===== src/sv/bdhr_pkg.sv =====
`timescale 1ns / 1ps
// ----------------------------------------------------------------------------
// bdhr_pkg
// Types and constants shared by the button debounce / hold repeat block.
// ----------------------------------------------------------------------------
package bdhr_pkg;

  localparam int unsigned TimeW = 32;
  localparam int unsigned MsW   = 16;
  localparam int unsigned IdxW  = 3;

  typedef enum logic [2:0] {
    ST_IDLE     = 3'd0,
    ST_DOWN     = 3'd1,
    ST_POSTDOWN = 3'd2,
    ST_HOLD     = 3'd3,
    ST_IMPULSE  = 3'd4,
    ST_UP       = 3'd5,
    ST_POSTUP   = 3'd6
  } state_t;

  localparam logic [IdxW-1:0] REG_IDLE_LEVEL       = 3'd0;
  localparam logic [IdxW-1:0] REG_REPEAT_ENABLE    = 3'd1;
  localparam logic [IdxW-1:0] REG_DEBOUNCE_MS      = 3'd2;
  localparam logic [IdxW-1:0] REG_FIRST_REPEAT_MS  = 3'd3;
  localparam logic [IdxW-1:0] REG_REPEAT_PERIOD_MS = 3'd4;

  typedef struct packed {
    logic             idle_level;
    logic             repeat_enable;
    logic [MsW-1:0]   debounce_ms;
    logic [MsW-1:0]   first_repeat_ms;
    logic [MsW-1:0]   repeat_period_ms;
  } cfg_t;

  // one registered poll, elapsed time already worked out
  typedef struct packed {
    logic             pin;
    logic [TimeW-1:0] passed;
    logic             no_time;
  } poll_t;

  typedef struct packed {
    logic   key_down;
    logic   key_up;
    state_t state;
  } result_t;

endpackage


===== src/sv/bdhr_poll_reg.sv =====
`timescale 1ns / 1ps
// ----------------------------------------------------------------------------
// bdhr_poll_reg
// Input register: captures a poll and the time passed since the last poll.
// ----------------------------------------------------------------------------
module bdhr_poll_reg (
  input  logic                          clk,
  input  logic                          rst,
  input  logic                          accept,
  input  logic                          advance,
  input  logic                          pin_level,
  input  logic [bdhr_pkg::TimeW-1:0]    now_ms,
  output logic                          valid,
  output bdhr_pkg::poll_t               poll
);

  // last_tick always ends up equal to the previous poll's timestamp
  logic [bdhr_pkg::TimeW-1:0] last_tick;
  logic [bdhr_pkg::TimeW-1:0] passed_next;

  assign passed_next = now_ms - last_tick;

  always_ff @(posedge clk) begin
    if (rst) begin
      valid     <= 1'b0;
      last_tick <= '0;
    end else begin
      if (accept) begin
        valid     <= 1'b1;
        last_tick <= now_ms;
      end else if (advance) begin
        valid <= 1'b0;
      end
    end
  end

  always_ff @(posedge clk) begin
    if (accept) begin
      poll.pin     <= pin_level;
      poll.passed  <= passed_next;
      poll.no_time <= (passed_next == '0);
    end
  end

endmodule


===== src/sv/bdhr_fsm.sv =====
`timescale 1ns / 1ps
// ----------------------------------------------------------------------------
// bdhr_fsm
// Button state machine with the elapsed-time counter; one poll per cycle while fire is high.
// ----------------------------------------------------------------------------
module bdhr_fsm (
  input  logic              clk,
  input  logic              rst,
  input  logic              fire,
  input  bdhr_pkg::poll_t   poll,
  input  bdhr_pkg::cfg_t    cfg,
  output bdhr_pkg::result_t result
);

  bdhr_pkg::state_t                 mode, mode_next, mode_ft;
  logic [bdhr_pkg::TimeW-1:0]       elapsed_count, elapsed_next, cnt_ft;
  logic                             repeat_started, repeat_next, rs_ft;
  logic                             released;
  logic [bdhr_pkg::MsW-1:0]         limit;
  logic [bdhr_pkg::TimeW:0]         sum_raw;
  logic [bdhr_pkg::TimeW-1:0]       sum;
  logic                             over;

  assign released = (poll.pin == cfg.idle_level);

  // one-shot states fall through first
  always_comb begin
    mode_ft = mode;
    cnt_ft  = elapsed_count;
    rs_ft   = repeat_started;
    unique case (mode)
      bdhr_pkg::ST_DOWN: begin
        mode_ft = bdhr_pkg::ST_POSTDOWN;
        cnt_ft  = '0;
      end
      bdhr_pkg::ST_UP: begin
        mode_ft = bdhr_pkg::ST_POSTUP;
        cnt_ft  = '0;
      end
      bdhr_pkg::ST_IMPULSE: begin
        mode_ft = bdhr_pkg::ST_HOLD;
        rs_ft   = 1'b1;
        cnt_ft  = '0;
      end
      default: ;
    endcase
  end

  // shared saturating add and compare
  always_comb begin
    if (mode_ft == bdhr_pkg::ST_HOLD) begin
      limit = rs_ft ? cfg.repeat_period_ms : cfg.first_repeat_ms;
    end else begin
      limit = cfg.debounce_ms;
    end
    sum_raw = {1'b0, cnt_ft} + {1'b0, poll.passed};
    sum     = sum_raw[bdhr_pkg::TimeW] ? '1 : sum_raw[bdhr_pkg::TimeW-1:0];
    over    = (sum > {{(bdhr_pkg::TimeW-bdhr_pkg::MsW){1'b0}}, limit});
  end

  // next state
  always_comb begin
    mode_next    = mode_ft;
    elapsed_next = cnt_ft;
    repeat_next  = rs_ft;
    if (!poll.no_time) begin
      unique case (mode_ft)
        bdhr_pkg::ST_IDLE: begin
          if (!released) mode_next = bdhr_pkg::ST_DOWN;
        end
        bdhr_pkg::ST_POSTDOWN: begin
          if (over) begin
            mode_next    = bdhr_pkg::ST_HOLD;
            repeat_next  = 1'b0;
            elapsed_next = '0;
          end else begin
            elapsed_next = sum;
          end
        end
        bdhr_pkg::ST_HOLD: begin
          if (cfg.repeat_enable) elapsed_next = sum;
          if (cfg.repeat_enable && over) begin
            mode_next = bdhr_pkg::ST_IMPULSE;
          end else if (released) begin
            mode_next = bdhr_pkg::ST_UP;
          end
        end
        bdhr_pkg::ST_POSTUP: begin
          elapsed_next = sum;
          if (over) mode_next = bdhr_pkg::ST_IDLE;
        end
        default: ;
      endcase
    end
  end

  // event flags
  always_comb begin
    result.key_down = 1'b0;
    result.key_up   = 1'b0;
    result.state    = mode_next;
    if (!poll.no_time) begin
      unique case (mode_ft)
        bdhr_pkg::ST_IDLE: result.key_down = !released;
        bdhr_pkg::ST_HOLD: begin
          if (cfg.repeat_enable && over) begin
            result.key_down = 1'b1;
          end else begin
            result.key_up = released;
          end
        end
        default: ;
      endcase
    end
  end

  always_ff @(posedge clk) begin
    if (rst) begin
      mode           <= bdhr_pkg::ST_IDLE;
      elapsed_count  <= '0;
      repeat_started <= 1'b0;
    end else if (fire) begin
      mode           <= mode_next;
      elapsed_count  <= elapsed_next;
      repeat_started <= repeat_next;
    end
  end

endmodule


===== src/sv/button_debounce_hold_repeat_core.sv =====
`timescale 1ns / 1ps
// ----------------------------------------------------------------------------
// button_debounce_hold_repeat_core
// Push-button debouncer with key-down / key-up events and hold auto-repeat.
// ----------------------------------------------------------------------------
// Usage:
//   Input channel (in_valid / in_stall): one beat is one poll carrying the
//   raw pin level and a free-running millisecond timestamp.
//   Output channel (out_valid / out_stall): exactly one beat per poll with
//   the key-down and key-up flags and the state code after the poll.
//   Config channel (cfg_valid / cfg_ready / cfg_index / cfg_data): always
//   ready; write only while no poll is in flight. Unknown indexes are dropped.
// Timing:
//   A poll lands in the input register, then the state machine updates and
//   the result register loads once the output side advances. One poll per
//   cycle sustained while the output is not stalled; the state update
//   (one saturating 32-bit add and compare) is combinational.
// Reset (rst, synchronous): state idle, counter and last timestamp zero,
//   registers back to idle level 1, repeat off, 20 / 500 / 100 ms.
// Backpressure: when out_stall holds a result, the input register keeps its
//   poll and in_stall rises once it is full; nothing is dropped.
// ----------------------------------------------------------------------------
module button_debounce_hold_repeat_core (
  input  logic                         clk,
  input  logic                         rst,
  input  logic                         in_valid,
  output logic                         in_stall,
  input  logic                         pin_level,
  input  logic [bdhr_pkg::TimeW-1:0]   now_ms,
  output logic                         out_valid,
  input  logic                         out_stall,
  output logic                         key_down_event,
  output logic                         key_up_event,
  output logic [2:0]                   button_state,
  input  logic                         cfg_valid,
  output logic                         cfg_ready,
  input  logic [bdhr_pkg::IdxW-1:0]    cfg_index,
  input  logic [bdhr_pkg::MsW-1:0]     cfg_data
);

  bdhr_pkg::cfg_t    cfg;
  bdhr_pkg::poll_t   poll;
  bdhr_pkg::result_t result;
  logic              poll_valid;
  logic              advance;
  logic              accept;
  logic              fire;

  assign cfg_ready = 1'b1;
  assign advance   = !out_valid || !out_stall;
  assign in_stall  = poll_valid && !advance;
  assign accept    = in_valid && !in_stall;
  assign fire      = poll_valid && advance;

  always_ff @(posedge clk) begin
    if (rst) begin
      cfg.idle_level       <= 1'b1;
      cfg.repeat_enable    <= 1'b0;
      cfg.debounce_ms      <= 16'd20;
      cfg.first_repeat_ms  <= 16'd500;
      cfg.repeat_period_ms <= 16'd100;
    end else if (cfg_valid && cfg_ready) begin
      unique case (cfg_index)
        bdhr_pkg::REG_IDLE_LEVEL:       cfg.idle_level       <= cfg_data[0];
        bdhr_pkg::REG_REPEAT_ENABLE:    cfg.repeat_enable    <= cfg_data[0];
        bdhr_pkg::REG_DEBOUNCE_MS:      cfg.debounce_ms      <= cfg_data;
        bdhr_pkg::REG_FIRST_REPEAT_MS:  cfg.first_repeat_ms  <= cfg_data;
        bdhr_pkg::REG_REPEAT_PERIOD_MS: cfg.repeat_period_ms <= cfg_data;
        default: ;
      endcase
    end
  end

  bdhr_poll_reg u_poll_reg (
    .clk       (clk),
    .rst       (rst),
    .accept    (accept),
    .advance   (advance),
    .pin_level (pin_level),
    .now_ms    (now_ms),
    .valid     (poll_valid),
    .poll      (poll)
  );

  bdhr_fsm u_fsm (
    .clk    (clk),
    .rst    (rst),
    .fire   (fire),
    .poll   (poll),
    .cfg    (cfg),
    .result (result)
  );

  always_ff @(posedge clk) begin
    if (rst) begin
      out_valid <= 1'b0;
    end else if (advance) begin
      out_valid <= poll_valid;
    end
  end

  always_ff @(posedge clk) begin
    if (fire) begin
      key_down_event <= result.key_down;
      key_up_event   <= result.key_up;
      button_state   <= result.state;
    end
  end

  // a poll never reports both edges
  a_one_event: assert property (@(posedge clk) disable iff (rst)
    out_valid |-> !(key_down_event && key_up_event))
    else $error("key-down and key-up on the same beat");

  // release always lands in the up state
  a_up_state: assert property (@(posedge clk) disable iff (rst)
    (out_valid && key_up_event) |-> (button_state == bdhr_pkg::ST_UP))
    else $error("key-up without up state");

  // press or repeat always lands in a one-shot down state
  a_down_state: assert property (@(posedge clk) disable iff (rst)
    (out_valid && key_down_event) |->
      (button_state == bdhr_pkg::ST_DOWN || button_state == bdhr_pkg::ST_IMPULSE))
    else $error("key-down without down or impulse state");

  // input register cannot be stalled while the output side is free
  a_no_false_stall: assert property (@(posedge clk) disable iff (rst)
    (!out_valid) |-> !in_stall)
    else $error("input stalled with empty output register");

endmodule

===== config.mk =====
export PLATFORM = sky130hd
export DESIGN_NAME = button_debounce_hold_repeat_core
export DESIGN_NICKNAME = d
export VERILOG_FILES = /design/src/sv/bdhr_pkg.sv /design/src/sv/bdhr_poll_reg.sv /design/src/sv/bdhr_fsm.sv /design/src/sv/button_debounce_hold_repeat_core.sv
export SDC_FILE = /design/constraint.sdc
export NUM_CORES = 1
export LEC_CHECK = 0
export ABC_AREA = 1
export BUFFER_PORTS_ARGS = -buffer_cell sky130_fd_sc_hd__buf_4
export CAP_MARGIN = 30
export CORE_ASPECT_RATIO = 2
export CORE_MARGIN = 2
export CORE_UTILIZATION = 55
export DETAILED_ROUTE_END_ITERATION = 8
export HOLD_SLACK_MARGIN = 0.1
export PLACE_DENSITY = 0.7
export SYNTH_ARGS = -nofsm -noshare
export SYNTH_HDL_FRONTEND = slang
export SYNTH_SLANG_ARGS = --single-unit

===== constraint.sdc =====
create_clock -name clk -period 8.5 [get_ports clk]
set_input_delay 1.7 -clock clk [delete_from_list [all_inputs] [get_ports clk]]
set_output_delay 1.7 -clock clk [all_outputs]
set_load 0.1 [all_outputs]

==> results.ini, run 1 <==
[layout]
drive_gt1_frac=0.08947
antenna_cells=0
area_growth_pct=10.57
stdcell_count=2035
final_nets=1890
utilization=0.6178
fin_area_sq_mm=0.01287

[critical_path]
r2r_cells=29
r2r-end=u_fsm.elapsed_count[0]
crit_path_start=u_fsm.mode[2]
reg2reg_from=u_fsm.mode[2]
cpMaxStageDelayCell=o21ai_4
crit_path_end_kind=flip-flop
cp.required_ns=8.87
path_class=flip-flop to flip-flop
r2r_setup_slack_ns=2.80
crit_end=u_fsm.elapsed_count[0]
cp.arrival_ns=6.08
crit_path_max_fanout=35
cpPeakStageDelay_ns=0.83
crit_top_cell=nand2_1
start_kind=flip-flop

[synth]
ys_seq_area_frac=0.3070
synth_edf_count=39
netlist_area_sq_mm=0.01164
async_flop_share=0
synth_top_flop_cell=dfxtp_1
ys_top_cells_by_area=dfxtp_1, nand2_1, edfxtp_1
yosysUniqueCellTypes=53
synth_nets=1861
yosys.cell_count.top_type=nand2_1
ys_seq_elements=159
ys_warn_count=0
avgSynthCellArea_sq_um=6.752
synth_top_area_frac=0.2064
ys_top_cells_by_count=nand2_1, inv_1, a21oi_1, nor2_1, o21ai_0
syn_inst=1724
synth_area_leader_cell=dfxtp_1

[power]
power.density_mw_per_mm2=191.7
p_leak_nw=5.952
ir_worst_vdd_mv=0.2186

[clocking]
root_buffer=clkbuf_16
clock_latency_ns=0.45
clockBufferDepth=2
ctsHoldBuffers=0
clock-sinks=159
postCtsResizedCells=0
cts_buffers=17
path_clk_slew_ns=0.08
cts_htree_levels=4
cts_tree=built
postCtsSetupRepairBufs=0

[placement]
dp_cells=2003
place.port_buffers=63
place_area_sq_mm=0.01224
hpwlAfterDp_um=28620
gp_congestion=1.006

[detailed_routing]
ant_nets=0
avgViaCountPerCell=5.719
vias=11638
avgRoutedWirePerCell_um=18.25
drtPass1Iterations=6
wl_um=37150
drtIter0Drc=781
drc_errors=0

[floorplan]
initial_core_util=0.5587
die_area_sq_mm=0.02241
die_height_um=209.7
rows=75
core_area_sq_mm=0.02083
chipWidth_um=106.9
ios=65

[run]
cap_violations=0

[timing]
fmax_mhz=175.4
rsz0062_at_grt=false
final-setup-viol-count=0
min_period_ns=5.702
fin_setup_tns_ns=0
hold_viol_final=0
tightest_slew_ns=1.056
slew_headroom=0.2954
fin_crit_sh=0.6709
fin_worst_skew_ns=0.01296
slew_viol_final=0

[global_routing]
grt.overflow.total=0
grt_antenna_before_repair=0
track_usage=0.3384
grt_pass1_vias=11207
grt_max_degree=64
grt_pass1_wl_um=57880

[run_status]
status=completed

[hold_path]
holdCritPathClass=flip-flop to flip-flop

[flip-flops by register name, indices dropped and copies added (netlist names), 3 cells and up]
name,flops
button_state,3
cfg,50
u_fsm.elapsed_count,32
u_fsm.mode,3
u_poll_reg.last_tick,32
u_poll_reg.poll,34
[layer usage]
layer | part of all wire | vias to the layer above | global-route usage
met5 | 0 | - | 0
met2 | 0.50 | 406 | 0.5902
li1 | - | 5787 | -
met1 | 0.35 | 5285 | 0.3367
met4 | 0.10 | 0 | 0.2978
met3 | 0.047 | 160 | 0.05870
[critical path: cells and delay by family, from the launching register on]
kind,cells,cell delay (ns)
buffers and inverters,3,0.67
AO/OA/AOI/OAI,7,1.89
AND/OR/NAND/NOR,17,1.99
adder cells (fa/ha/maj),2,0.65
flip-flops,1,0.38
[cell type report]
| class | count | area, sq um |
|---|---|---|
| clock buffer | 17 | 425.4 |
| timing repair buffer | 73 | 555.5 |
| fill | 2046 | 7963 |
| clock inverter | 15 | 201.4 |
| inverter | 224 | 840.8 |
| tap | 269 | 336.6 |
| multi-input combinational | 1278 | 6937 |
| sequential | 159 | 3573 |
[how the worst min path moves through the flow]
stage	startpoint	end	slack, ns	depth (start not counted)
floorplan	cfg[34]	cfg[34]	0.42	2
global placement	cfg[34]	cfg[34]	0.43	2
detailed placement	cfg[36]	cfg[36]	0.44	2
CTS	cfg[16]	cfg[16]	0.45	2
global route	cfg[29]	cfg[29]	0.48	2
finish	cfg[19]	cfg[19]	0.46	2
[placed cells by master, fill, tap and decap left out, drive strengths merged, types with 10 or more instances in the layout]
cell type    n
buf         73
xnor2       12
edfxtp      39
o21ai      168
nand3      104
a21o        12
ha          78
a21oi      206
dfxtp      120
nand2      371
o211ai      19
nor2       178
xor2        29
clkbuf      17
o21bai      10
inv        233
nand4       21
nor3        23
[cell families (layout without fill, tap and decap cells)]
logic type | after synthesis | count (layout) | share of synthesized area
adders and majority gates | 80 | 80 | 0.08728
xor gates and xnor gates | 41 | 41 | 0.03085
and+or+nand+nor | 708 | 708 | 0.2634
muxes | 6 | 6 | 0.005160
other | 1 | 1 | 0.0003222
DFF | 159 | 159 | 0.3070
buffers and inverters | 287 | 329 | 0.09771
AOI/OAI and AO/OA | 442 | 442 | 0.2083
[through the flow]
stage / power [mW] / setup slack, ns / hold slack [ns]
detailed placement: 1.667 / 2.916 / 0.4382
finish: 2.467 / 2.798 / 0.4553
global placement: 1.658 / 2.972 / 0.4318
global route: 2.595 / 2.203 / 0.4777
CTS: 2.461 / 2.905 / 0.4538
floorplan: 1.421 / 3.695 / 0.4236
[power by group]
part	internal, mW	leakage (nW)	total (mW)	switching (mW)
registers	0.843	1.36	0.875	0.0326
logic	0.244	4.29	0.794	0.549
clock network	0.408	0.304	0.798	0.391
total	1.49	5.95	2.47	0.972
Power figures use the tool's default switching activity.
==> inputs of run 2 (changes only) <==
--- a/config.mk
+++ b/config.mk
@@ -13,7 +13,7 @@
 export CORE_UTILIZATION = 55
 export DETAILED_ROUTE_END_ITERATION = 8
 export HOLD_SLACK_MARGIN = 0.1
-export PLACE_DENSITY = 0.7
+export PLACE_DENSITY = 0.73
 export SYNTH_ARGS = -nofsm -noshare
 export SYNTH_HDL_FRONTEND = slang
 export SYNTH_SLANG_ARGS = --single-unit
==> constraint.sdc (replaced) <==
create_clock -name clk -period 4.7 [get_ports clk]
set_input_delay 0.94 -clock clk [delete_from_list [all_inputs] [get_ports clk]]
set_output_delay 0.94 -clock clk [all_outputs]
set_load 0.1 [all_outputs]
==> run 2 against run 1 <==
Against the previous run:
- register-to-register slack got worse by 2.7 ns
- total power up 88%
- die area is the same
- worst hold slack lost 0.00090 ns
- core utilization grew 4.1 points
- sequential share of layout area fell by 1.7 points
- routed wire length is 4.2% higher
- critical path type unchanged
- highest routed layer unchanged
==> results.ini, run 2 (synthesized netlist as in run 1, its figures left out) <==
[layout]
largest-register=cfg
largestRegisters=cfg (50), u_poll_reg.poll (34)
mostFrequentLayoutCells=nand2_1, inv_1, a21oi_1, nor2_1, o21ai_0
antenna_cells=0
area_growth_pct=17.91
mostFrequentLayoutCell=nand2_1
largest_reg_flops=50
drive_gt1_frac=0.1573
stdcell_count=2074
final_nets=1929
fin_area_sq_mm=0.01372

[hold_path]
min-delay-start=cfg[34]
holdCritPathClass=flip-flop to flip-flop

[timing]
fin_worst_skew_ns=0.01133
fmax_mhz=217.9
slew_headroom=0.3036
fin_crit_sh=0.9763
tightest_slew_ns=1.043
min_period_ns=4.588
hold_viol_final=0
slew_viol_final=0
final-setup-viol-count=0

[floorplan]
die_area_sq_mm=0.02241
chipWidth_um=106.9
ios=65
die_height_um=209.7
rows=75
initial_core_util=0.5587
core_area_sq_mm=0.02083

[clocking]
path_clk_slew_ns=0.08
cts_htree_levels=4
clock-sinks=159
ctsHoldBuffers=0
cts_tree=built
root_buffer=clkbuf_16
clockBufferDepth=2
cts_buffers=17
clock_latency_ns=0.45

[placement]
gp_congestion=1.033
place.port_buffers=63
hpwlAfterDp_um=28590
place_area_sq_mm=0.01245
dp_cells=2025

[critical_path]
path_class=flip-flop to flip-flop
cpMaxStageDelayCell=dfxtp_4
cpPeakStageDelay_ns=0.36
crit_path_start=u_fsm.mode[0]
cp.required_ns=5.08
crit_path_end_kind=flip-flop
cp.arrival_ns=4.97
reg2reg_from=u_fsm.mode[0]
start_kind=flip-flop
crit_top_cell=nand2_1
crit_path_max_fanout=8

[detailed_routing]
vias=11972
avgRoutedWirePerCell_um=18.66
drc_errors=0
ant_nets=0
wl_um=38690
drtPass1Iterations=5
avgViaCountPerCell=5.772
drtIter0Drc=848

[global_routing]
grt.overflow.total=0
grt_antenna_before_repair=0
grt_max_degree=64
grt_pass1_wl_um=58440
track_usage=0.3411
grt_pass1_vias=11502

[run_status]
status=completed

[power]
p_leak_nw=6.197
power.density_mw_per_mm2=337.3
ir_worst_vdd_mv=0.4430

[run]
cap_violations=0

-- run 2: cell types whose count changed in the layout (fill, tap and decap cells not counted), moves of 16 or more --
cell,delta
nand2_1,-26
buf_4,+28
nand2_2,+20
ha_1,-16
-- run 2: final timing paths --
kind | endpoint | slack [ns] | cells past startpoint
max | u_fsm.elapsed_count[5] | 0.11 | 31
min | cfg[34] | 0.45 | 2
max reg2reg | u_fsm.elapsed_count[5] | 0.11 | 31
min reg2reg | cfg[34] | 0.45 | 2
-- run 2: critical path: cells and delay by family, from the launching register on --
family          cells  cell delay, ns
simple gates       17            1.82
compound gates      7            0.98
fa+ha+maj           2            0.67
buf+inv             5            0.65
flops               1            0.36
-- run 2: per-stage QoR --
stage / total power [mW] / hold WS [ns] / setup slack (ns) / TNS (ns) / utilization
after floorplan: 2.571 / 0.4236 / 0.2807 / 0 / -
after global placement: 3.012 / 0.4324 / 0.08801 / 0 / 0.5949
after detailed placement: 3.037 / 0.4388 / -0.02233 / -0.04881 / 0.5975
after CTS: 4.459 / 0.4581 / -0.001652 / -0.001652 / 0.6277
after global routing: 4.842 / 0.4740 / -0.1019 / -1.321 / 0.6588
final: 4.630 / 0.4544 / 0.1116 / 0 / 0.6588
-- run 2: where the power goes --
| part | internal [mW] | total [mW] | leakage [nW] | switching [mW] |
|---|---|---|---|---|
| registers | 1.53 | 1.60 | 1.36 | 0.0729 |
| logic | 0.551 | 1.61 | 4.53 | 1.06 |
| clock network | 0.761 | 1.42 | 0.303 | 0.663 |
| total | 2.84 | 4.63 | 6.20 | 1.79 |
-- run 2: timing repair --
action,in CTS,in global routing
endpoints found under the setup margin,15,27
gates resized for setup,2,116
setup buffers,0,12
pin swaps,0,23
cloned,0,5
-- run 2: area by class of cell --
class,instances,area (sq um)
multi-input cells,1281,7420
fillers,1931,7108
clock buffers,19,464.2
inverters,224,840.8
well taps,269,336.6
flip-flops and latches,159,3580
repair buffers,109,929.6
clock inverters,13,153.9
-- run 2: layer usage --
metal	vias up	GRT usage	wire [um]
met5	-	0	0
met2	454	0.6112	19730
met4	0	0.2736	3661
met3	175	0.05994	2052
li1	5870	-	-
met1	5473	0.3359	13250
==> inputs of run 3 (changes only) <==
--- a/config.mk
+++ b/config.mk
@@ -11,6 +11,7 @@
 export CORE_ASPECT_RATIO = 2
 export CORE_MARGIN = 2
 export CORE_UTILIZATION = 55
+export CTS_BUF_LIST = sky130_fd_sc_hd__clkbuf_4
 export DETAILED_ROUTE_END_ITERATION = 8
 export HOLD_SLACK_MARGIN = 0.1
 export PLACE_DENSITY = 0.73
==> run 3 against run 2 <==
Against the previous run:
- clock skew increased by 0.018 ns
- core utilization is 0.92 points lower
- clock power decreased by 36%
- die area unchanged
- routed wire length decreased by 0.55%
- via count rose by 0.71%
- total power shrank 11%
- global-route usage fell by 0.062 points
- design area is 1.4% lower
- critical path type unchanged
- critical path depth unchanged
- sequential cell count unchanged
==> results.ini, run 3 (synthesized netlist as in run 1, its figures left out) <==
[clocking]
cts_buffers=17
path_clk_slew_ns=0.16
clock_latency_ns=0.65
root_buffer=clkbuf_4
clockBufferDepth=2
clock-sinks=159
cts_htree_levels=4
ctsHoldBuffers=0
cts_tree=built

[global_routing]
grt_pass1_wl_um=58390
grt_antenna_before_repair=1
grt_max_degree=64
grt_pass1_vias=11542
track_usage=0.3405
grt.overflow.total=0

[timing]
fin_worst_skew_ns=0.02948
hold_viol_final=0
fmax_mhz=216.1
fin_setup_tns_ns=0
min_period_ns=4.627
slew_headroom=0.2908
fin_hold_ws_ns=0.4638
slew_viol_final=0
fin_crit_sh=0.9844
tightest_slew_ns=1.063
final-setup-viol-count=0

[run]
cap_violations=0

[power]
ir_worst_vdd_mv=0.4127
clkPwrFrac=0.218
power.density_mw_per_mm2=305.3
p_sw_frac=0.4207
power.internal_mw=2.393
p_leak_nw=6.066
seqPwrFrac=0.388
switching_power_mw=1.738
power_frac_comb=0.394

[placement]
gp_congestion=1.033
hpwlAfterDp_um=28590
place.port_buffers=63

[detailed_routing]
avgViaCountPerCell=5.808
drc_errors=0
vias=12057
drtIter0Drc=937
wl_um=38480
avgRoutedWirePerCell_um=18.54
ant_nets=0
drtPass1Iterations=6

[layout]
final_nets=1930
mostFrequentLayoutCell=nand2_1
largest-register=cfg
fillers=1963
area_growth_pct=16.25
mostFrequentLayoutCells=nand2_1, inv_1, a21oi_1, nor2_1, o21ai_0
utilization=0.6496
largestRegisters=cfg (50), u_poll_reg.poll (34)
drive_gt1_frac=0.1617
largest_reg_flops=50

[floorplan]
die_height_um=209.7
core_area_sq_mm=0.02083
die_area_sq_mm=0.02241
rows=75
chipWidth_um=106.9
initial_core_util=0.5587
ios=65

[critical_path]
cp.required_ns=5.27
start_kind=flip-flop
cpPeakStageDelay_ns=0.37
crit_path_max_fanout=8
cpMaxStageDelayCell=dfxtp_2
path_class=flip-flop to flip-flop
crit_top_cell=nand2_1
r2r_cells=31
crit_path_end_kind=flip-flop
cp.arrival_ns=5.20

[run_status]
status=completed

[hold_path]
holdCritPathClass=flip-flop to flip-flop
hold_path_depth=2

[run 3: cell count changes in the layout (fill, tap and decap cells not counted), moves of 3 or more]
cell       change
ha_1           -5
clkbuf_16     -19
clkbuf_4      +17
nor2_2         -3
ha_4           +5
[run 3: final cells by class]
cell class / instances / area, sq um / share of cell area
inverter: 224 / 840.8 / 0.06214
timing repair buffer: 110 / 948.4 / 0.07009
multi-input combinational: 1281 / 7508 / 0.5549
clock buffer: 17 / 127.6 / 0.009431
clock inverter: 15 / 187.7 / 0.01387
sequential: 159 / 3580 / 0.2645
antenna: 1 / 2.502 / 0.0001849
tap: 269 / 336.6 / 0.02487
[run 3: through the flow]
step / worst slack [ns] / std cells / total power [mW] / cell area [sq um]
final: 0.07347 / 2076 / 4.131 / 13530
after global routing: -0.1534 / 2076 / 4.337 / 13530
after CTS: 0.007568 / 2060 / 3.943 / 12820
after detailed placement: -0.02233 / 2025 / 3.037 / 12450
after global placement: 0.08801 / 2023 / 3.012 / 12390
after floorplan: 0.2807 / 1724 / 2.571 / 11640
[run 3: power groups by stage]
stage               Clock (mW)  Sequential (mW)  Combinational [mW]
finish                   0.902             1.60                1.63
global route             0.964             1.61                1.76
CTS                      0.913             1.58                1.45
detailed placement           0             1.61                1.42
global placement             0             1.61                1.40
floorplan                    0             1.61               0.964
[run 3: path summary, 6_finish.rpt]
path,start,endpoint,slack [ns]
min,u_poll_reg.last_tick[24],u_poll_reg.last_tick[24],0.46
max reg2reg,u_fsm.mode[2],u_fsm.elapsed_count[2],0.07
min reg2reg,u_poll_reg.last_tick[24],u_poll_reg.last_tick[24],0.46
max,u_fsm.mode[2],u_fsm.elapsed_count[2],0.07
[run 3: layer usage]
| layer | wire length (um) | vias to the layer above | GRT usage |
|---|---|---|---|
| met5 | 0 | - | 0 |
| met4 | 3814 | 0 | 0.2727 |
| met3 | 2162 | 191 | 0.06211 |
| met2 | 19510 | 481 | 0.6066 |
| met1 | 12990 | 5518 | 0.3372 |
| li1 | - | 5867 | - |
[run 3: repair_timing]
item                       4_1_cts  5_1_grt
setup endpoints to repair       19       27
cloned                           1        4
setup buffers                    2       11
pin swaps                        1       23
gates resized for setup          2      126
[run 3: critical path, delay by kind of cell, from the launching register on]
family	cells	cell delay, ns
AOI/OAI and AO/OA	7	1.02
buffers and inverters	5	0.70
and+or+nand+nor	17	1.86
adders and majority gates	2	0.58
DFF	1	0.37
